### config.mk
export PLATFORM = sky130hd
export DESIGN_NAME = ltw_conflict
export DESIGN_NICKNAME = d
export VERILOG_FILES = /design/src/design/assert_macros.svh /design/src/design/ltw_pkg.sv /design/src/design/ltw_conflict.sv
export SDC_FILE = /design/constraint.sdc
export NUM_CORES = 1
export LEC_CHECK = 0
export ABC_AREA = 0
export BUFFER_PORTS_ARGS = -buffer_cell sky130_fd_sc_hd__buf_4
export CAP_MARGIN = 10
export CORE_UTILIZATION = 25
export DETAILED_ROUTE_END_ITERATION = 8
export GPL_TIMING_DRIVEN = 0
export PLACE_DENSITY = 0.58
export SLEW_MARGIN = 20
export SYNTH_ARGS = -nofsm -noshare
export SYNTH_HDL_FRONTEND = slang
export SYNTH_SLANG_ARGS = --single-unit
### constraint.sdc
create_clock -name vclk -period 11.5
set_input_delay 3.45 -clock vclk [all_inputs]
set_output_delay 3.45 -clock vclk [all_outputs]
set_load 0.03 [all_outputs]
### src/design/assert_macros.svh
// Assertion macros used by the lock table top level.
`ifndef ASSERT_MACROS_SVH
`define ASSERT_MACROS_SVH
`ifndef SYNTHESIS
`define LTW_ASSERT(lbl, cond, msg) \
  lbl: assert property (@(posedge clk) disable iff (rst) (cond)) else $error(msg);
`define LTW_ASSERT_IMPL(lbl, ante, cons, msg) \
  lbl: assert property (@(posedge clk) disable iff (rst) (ante) |-> (cons)) else $error(msg);
`else
`define LTW_ASSERT(lbl, cond, msg)
`define LTW_ASSERT_IMPL(lbl, ante, cons, msg)
`endif
`endif

### src/design/ltw_pkg.sv
// Types and constants of the lock table with waiter queues.
package ltw_pkg;
  localparam int LOCK_MODES = 5;
  localparam int CLIENT_BITS = 8;
  localparam int MODE_W = 3;
  localparam int TIME_W = 48;
  localparam int EXP_W = 49;
  localparam int LEASE_W = 32;
  localparam int MAT_W = LOCK_MODES * LOCK_MODES;
  localparam int MIDX_W = $clog2(MAT_W);
  localparam int MAX_RESULTS = 8;

  typedef enum logic [2:0] {
    OP_CHECK = 3'd0,
    OP_GRANT = 3'd1,
    OP_RELEASE = 3'd2,
    OP_ADD_WAITER = 3'd3,
    OP_WAKE = 3'd4
  } op_t;

  typedef enum logic [1:0] {
    ST_OK = 2'd0,
    ST_NOT_FOUND = 2'd1,
    ST_FULL = 2'd2
  } status_t;

  localparam logic REG_COMPAT = 1'b0;
  localparam logic REG_LEASE = 1'b1;

  typedef struct packed {
    logic [CLIENT_BITS-1:0] cli;
    logic [MODE_W-1:0] md;
    logic [EXP_W-1:0] expiry;
  } grant_entry_t;

  typedef struct packed {
    logic [CLIENT_BITS-1:0] cli;
    logic [MODE_W-1:0] md;
  } waiter_entry_t;

  typedef struct packed {
    logic [CLIENT_BITS-1:0] cli;
    logic [MODE_W-1:0] md;
    logic [TIME_W-1:0] now;
    logic [MAT_W-1:0] matrix;
  } conf_req_t;

  typedef enum logic [4:0] {
    S_IDLE,
    S_LK_RD,
    S_LK_CMP,
    S_CNT_RD,
    S_CNT,
    S_DISP,
    S_GR_RD,
    S_GR_CMP,
    S_REL_RD,
    S_REL_WR,
    S_WK_RD,
    S_WK_GET,
    S_WK_GRANT,
    S_WK_LAST_RD,
    S_WK_LAST_WR,
    S_FIN,
    S_EMIT
  } state_t;
endpackage

### src/design/ltw_conflict.sv
// Conflict test of one held grant against a lock request.
module ltw_conflict
  import ltw_pkg::*;
(
  input  grant_entry_t grant,
  input  conf_req_t    req,
  output logic         conflict
);
  logic same_client;
  logic expired;
  logic in_range;
  logic [MIDX_W-1:0] bit_idx;
  logic compat;

  assign same_client = grant.cli == req.cli;
  assign expired = (grant.expiry != '0) && ({1'b0, req.now} >= grant.expiry);
  assign in_range = (grant.md < MODE_W'(LOCK_MODES)) && (req.md < MODE_W'(LOCK_MODES));
  assign bit_idx = MIDX_W'(grant.md) * MIDX_W'(LOCK_MODES) + MIDX_W'(req.md);
  assign compat = in_range && req.matrix[bit_idx];
  assign conflict = !same_client && !expired && !compat;
endmodule

==> impl.org, run 1 <==
** Synth
- Count leader, synth :: ha_1
- Sorting the synthesized cells by how often they occur yields ha_1 (56), inv_1 (50), a21oi_1 (22).
- The netlist uses 33 different library cells.
- Count of warnings emitted by yosys :: 0
- In this run the biggest area consumer among cell types represents 38.86% of the synthesized area.
- Cell area after synthesis :: 1803 um2
- By area the synthesized netlist is led by ha_1 (39%), inv_1 (10%), a21oi_1 (6.1%), mux4_1 (5.8%), nor4_1 (5.2%).
- Counting every instance in the synthesized netlist gives 237.
- Sequential elements use 0% of the synthesized area.
- Cell taking the most area after synthesis :: ha_1
- Mean instance size in the synthesized netlist :: 7.608 um2
- Syn_nets :: 438

** Cells and area
- In the final layout, flip-flops and latches occupy 0 um2.
- In the final layout, the share of cells above drive strength 1 is 39.27%.
- Net total in the final layout :: 585
- Clock tree buffer count of the final layout :: 0
- For this run, the number of standard cells in the final layout without fillers is 478.
- Final antenna diode count :: 0
- Compared with the post-synthesis result, the final layout area differs by 67.04%.
- There are 0 flip-flops and latches.
- The finished cells cover 3012 um2.

** Routing
- The first TritonRoute pass finished after 4 iterations.
- In this run, the number of DRC markers left after iteration 0 of detailed routing was 26.
- The routed layout has 2166 vias.
- Once detail routing completed, the nets flagged for antenna violations numbered 0.
- In the final routed layout, each cell accounts on average for 11.46 um.
- Final wirelength :: 5478 um
- Using the TritonRoute via totals, the vias-per-cell ratio works out to 4.531.
- In the routed design, unresolved DRC markers number 0.

** Timing
- Slew at the pin closest to its max-slew limit :: 0.3972 ns
- Measured against its own limit, the worst slew margin works out to 73.17%.
- After layout, the minimum clock period comes to 9.551 ns.
- The max-slew violation total from the final report came to 0.
- The hold violation total from the final report was 0.
- Unrepaired setup endpoints after global routing :: no
- Setup violations remaining at the end of the flow were counted as 0.
- In the final timing run, aggregate negative setup slack is 0 ns.
- In the post-route analysis, the smallest setup slack over all paths is 1.949 ns.
- Maximum frequency from static timing analysis :: 104.7 MHz
- After layout, the worst path uses 83.05% of the clock period.
- Final hold analysis gives a worst-case slack of 7.488 ns.

** Worst setup path
- Of all nets on the critical path, the largest fanout is 3.
- The most critical setup path has its startpoint at grant[49].
- The worst setup path is launched from an input port.
- Critical path arrival :: 6.10 ns
- Traced cell by cell, the critical path runs through buf_4 > ha_1 > ha_1 > fa_1 > xor2_1 > mux4_2 > a221o_1 > a31oi_1 > buf_4.
- Required time of the critical path :: 8.05 ns
- CP Class :: in -> out
- Capturing element type of the critical path :: output port
- Delay of the slowest cell on the worst path :: 0.53 ns
- Library cell contributing the largest single delay on the critical path :: mux4_2

** Pwr
- The analysis attributes to net switching a power of 0.00004509 W.
- Comb power frac :: 100.0%
- Static Leakage :: 1.719 nW
- The worst-case IR drop observed on VDD is 0.00002266 V.
- The share of total power dissipated in sequential elements is 0%.
- For this design the ratio of total power to cell area is 36.85 nW/um2.
- Internal portion of total power :: 0.00006587 W
- Of the total power, the share spent switching nets is 40.64%.
- Proportion of power drawn by the clock network :: 0%

** GRT
- The total overflow left after global routing is 0.
- The first global-routing pass estimated 8590 um of wire.
- The via count of the first global-routing pass was 2109.
- Across every metal layer, demand over resource in global routing totals 13.85%.
- Number of antenna violations at the first check in global routing :: 0
- Maximum number of pins on one net before global-route repair :: 9

** Placement
- Summing all placed instances gives a cell area of 3012 um2.
- Port buffering added 145 buffers.
- Routability-driven placement finished with a final weighted congestion of 0.7735.
- After legalization and detailed placement, the total HPWL measured 5252 um.
- Worst slack, placed :: 1.925 ns
- The number of placed instances, taps included, is 478.

** Floorplanning
- Horizontal extent of the die :: 86.93 um
- The floorplan has 30 rows.
- The floorplan step defined a die boundary enclosing 7556 um2.
- The initial utilization of the core area, before any placement, comes to 26.25%.
- Pin placement for this block handled 145 I/O pins.
- In this run the vertical extent of the chip is 86.93 um.
- The region available for standard cell placement spans 6869 um2.

** Hold path
- Worst hold path startpoint :: grant[30]
- The worst hold path terminates at conflict.
- The min-delay analysis places its worst path in the category in -> out.
- Cell depth of the worst hold path :: 6

** CTS
- Total of cells resized after clock tree synthesis :: 0
- After clock tree synthesis, the flow added hold-fix buffers numbering 0.
- Number of buffers added for setup after CTS :: 0

** Job
- Max-cap violations in this run came to 0.

** Status
- The flow ran to the end, and the final reports show no timing, DRC or antenna violations.
[worst max-delay path by stage]
stage	to	slack, ns	cells past startpoint
after floorplan	conflict	1.99	7
after CTS	conflict	1.91	9
after global routing	conflict	1.83	9
final	conflict	1.95	9
after global placement	conflict	1.98	9
after detailed placement	conflict	1.93	9
[layout by cell type, fill, tap and decap left out, types with 2 or more instances in the layout]
master / n
o21ai_0: 9
buf_4: 145
nand4_1: 7
nand3_1: 5
a21o_1: 5
inv_1: 50
a21oi_1: 22
mux4_2: 2
a211oi_1: 3
a221oi_1: 2
nor2_1: 6
xor2_1: 9
o41ai_1: 2
xnor2_1: 3
nand2_1: 20
nor3_1: 2
nor4_1: 15
mux4_1: 4
ha_1: 56
[power groups by stage]
| stage | registers [W] | clock network [W] | logic [W] |
|---|---|---|---|
| CTS | 0 | 0 | 0.000113 |
| floorplan | 0 | 0 | 0.0000583 |
| finish | 0 | 0 | 0.000111 |
| detailed placement | 0 | 0 | 0.000112 |
| global placement | 0 | 0 | 0.000111 |
| global route | 0 | 0 | 0.000126 |
[cell families (layout without fill, tap and decap cells)]
| group | Yosys count | in the layout | share of synthesized area (%) |
|---|---|---|---|
| simple gates | 59 | 59 | 16.79 |
| fa+ha+maj | 57 | 57 | 39.97 |
| buf+inv | 52 | 197 | 11.24 |
| compound gates | 49 | 49 | 16.66 |
| xor+xnor | 12 | 12 | 5.830 |
| mux | 8 | 8 | 9.507 |
[per-stage QoR]
step                 power (W)  util (%)
floorplan           0.00005830         -
global placement     0.0001109     43.84
detailed placement   0.0001125     43.84
CTS                  0.0001130     43.84
global route         0.0001255     43.84
finish               0.0001110     43.84
[area by class of cell]
cell class / count / area (um2)
plain buffers: 2 / 15.01
fillers: 723 / 3857
inverters: 50 / 187.7
multi-input cells: 185 / 1600
well taps: 96 / 120.1
repair buffers: 145 / 1089
[per-layer routing]
metal	vias up	global-route usage (%)	share of wire [%]
met5	-	0	0
met4	0	0	0
met3	0	1.137	7.1
met2	75	27.99	51
met1	931	16.58	42
li1	1160	-	-
[worst max-delay path, delay by kind of cell]
| family | cells | cell delay [ns] |
|---|---|---|
| fa+ha+maj | 3 | 1.10 |
| mux | 1 | 0.53 |
| buf+inv | 2 | 0.31 |
| compound gates | 2 | 0.48 |
| xor+xnor | 1 | 0.24 |
(Power assumes the default switching activity.)
==> run 2: changes to the inputs <==
- ABC_AREA: 0 -> 1
- clock period: 11.5 -> 7.9 ns (I/O delays scaled with it)
==> impl.org, run 2 <==
** Status
- Outcome :: complete, no violations

** Routing
- Count of antenna-violating nets left after detailed routing :: 0
- Initial DRC Count :: 44
- In the final routing, the length of wire on met1 measures 2794 um.
- After detailed routing, the average wire length per cell comes to 10.52 um.
- Met2 wirelength from detailed routing :: 3048 um
- Detailed routing placed a total of 637 um of wire on met3.
- First-pass iteration count of the detailed router :: 4
- Top sig layer :: met3
- Wires add up to 6480 um.
- Overall via count from detail_route :: 2720
- Drt via density :: 4.416
- Number of DRC violations after detailed routing :: 0

** Synth
- Each instance of the synthesized netlist takes up on average 5.777 um2.
- The share of synthesized area in the top cell type comes to 33.14%.
- Count of warnings emitted by yosys :: 0
- Count leader, synth :: nand2_1
- Counting distinct cell types in the post-synthesis netlist gives 20.
- Syn_nets :: 567
- Area contributors post-synth :: ha_1 (33%), nand2_1 (19%), inv_1 (13%), nand3_1 (7.3%), nand4_1 (5.9%)
- Synthesis handed over a netlist of 366 instances.
- After synthesis, flip-flops and latches occupy 0% of the total area.
- The largest total area in the synthesized netlist belongs to ha_1.
- By count the netlist is led by nand2_1 (105), inv_1 (74), ha_1 (56).
- After synthesis the cells add up to 2115 um2.

** Timing
- Final hold violation count :: 0
- After layout, the worst path uses 87.45% of the clock period.
- Shortest period the worst path allows :: 6.909 ns
- The worst pin sits at a relative slew slack of 73.74%.
- Setup violations remaining at the end of the flow were counted as 0.
- Unrepaired setup endpoints after global routing :: no
- Slew at the pin closest to its max-slew limit :: 0.3902 ns
- The max-slew violation total from the final report is 0.
- Aggregate negative setup slack :: 0 ns
- Maximum frequency from static timing analysis :: 144.7 MHz

** Worst setup path
- STA classifies the critical path startpoint as an input port.
- In this run the worst path has a maximum fanout of 5.
- Capturing element type of the critical path :: output port
- STA puts the critical path data arrival time at 4.54 ns.
- The critical path in this run is classified as in -> out.
- Crit. Startpoint :: grant[49]
- Data on the critical path is required at its endpoint by 5.53 ns.

** Pwr
- Maximum VDD drop :: 0.00001878 V
- For this design the ratio of total power to cell area is 56.64 nW/um2.
- Static Leakage :: 2.028 nW
- The completed layout was analyzed and its total power is 0.0001889 W.

** Cells and area
- Post-synthesis to final-layout area growth :: 57.69%
- After layout, the clock buffer instance count stands at 0.
- Register area :: 0 um2
- The net count of the finished layout is 714.
- The final layout contains a sequential cell count of 0.
- Cells with a size suffix above 1 make up 29.16% of the layout.
- Commonest non-fill, non-tap cell in the layout :: buf_4
- The repair_antennas step left the layout with diodes totalling 0.
- The library cells used most frequently in the layout, excluding fill and tap cells, are buf_4 (145), nand2_1 (105), inv_1 (74).

** CTS
- Post-cts hold buffer count :: 0
- Total of cells resized after clock tree synthesis :: 0
- Once the clock tree was built, the setup fixing pass inserted 0 buffers.

** GRT
- Global routing used 14.09% of the available tracks across all layers.
- The initial antenna violation count came to 0.
- The via count of the first global-routing pass came to 2546.
- The first global-routing pass estimated 10320 um of wire.
- Summed over all layers, the global routing overflow is 0.
- Maximum number of pins on one net before global-route repair :: 11

** Floorplanning
- Initial cell density of the core :: 25.73%
- Site row count :: 33
- 145 I/O pins were placed.
- Standard cell core area :: 8217 um2
- Die Footprint :: 8829 um2
- Die Y :: 93.97 um
- Measured along the x axis, the die boundary spans 93.97 um.

** Hold path
- The path class of the tightest hold or removal check is in -> out.
- Worst hold path startpoint :: grant[48]
- Cell depth of the worst hold path :: 5
- Hold Crit Endpoint :: conflict

** Placement
- Routability-driven placement finished with a final weighted congestion of 0.8010.
- After legalization and detailed placement, the total HPWL measured 6059 um.
- Port buffering added 145 buffers.

** Job
- Across the run, the number of max-cap violations was 0.
[run 2: changes by cell type in the layout (fill, tap and decap cells not counted), moves of 3 or more]
cell / delta
a211oi_1: -3
a21oi_1: -7
inv_1: +24
mux4_1: -4
nand2_1: +85
nand3_1: +26
nand4_1: +13
nor2_1: +24
nor4_1: -7
o21ai_0: -5
[run 2: kinds of logic after synthesis]
family	Yosys count	synth area share (%)
xor gates and xnor gates	11	4.556
adders and majority gates	57	34.08
AOI/OAI and AO/OA	25	6.687
and+or+nand+nor	196	40.18
buffers and inverters	77	14.50
[run 2: area by class of cell]
cell class | count | area [um2]
fillers | 896 | 4882
multi-input cells | 289 | 1808
repair buffers | 145 | 1089
inverters | 75 | 281.5
well taps | 105 | 131.4
plain buffers | 2 | 25.02
[run 2: metal layers]
layer	vias up	global-route usage, %
met1	1125	16.72
met4	0	0
met2	108	27.49
li1	1487	-
met3	0	2.508
met5	-	0
[run 2: where the power goes]
group	internal [W]	switching (W)
Combinational	0.0000996	0.0000892
Clock	0	0
Sequential	0	0
Total	0.0000996	0.0000892
[run 2: worst max path at each step]
stage | to | slack (ns) | cells past startpoint
after floorplan | conflict | 1.24 | 11
after global placement | conflict | 0.98 | 13
after detailed placement | conflict | 0.95 | 13
after CTS | conflict | 0.95 | 13
after global routing | conflict | 0.81 | 13
final | conflict | 0.99 | 13
[run 2: critical path, stage by stage]
cell	delay, ns
buf_4	0.12
ha_1	0.29
ha_1	0.32
fa_1	0.64
inv_1	0.10
nand3_1	0.10
nand3_1	0.07
nand2_1	0.07
nand2_1	0.05
nand3b_1	0.08
nand2_1	0.07
a21oi_2	0.10
buf_4	0.17
[run 2: per-stage QoR]
step	hold slack, ns	cell area [um2]	utilization [%]	setup slack [ns]	cells
2_1_floorplan	4.952	2115	-	1.243	366
3_3_place_gp	5.191	3334	40.58	0.9844	616
3_5_place_dp	5.196	3334	40.58	0.9494	616
4_1_cts	5.196	3334	40.58	0.9481	616
5_1_grt	5.223	3334	40.58	0.8096	616
6_report	5.194	3334	40.58	0.9911	616
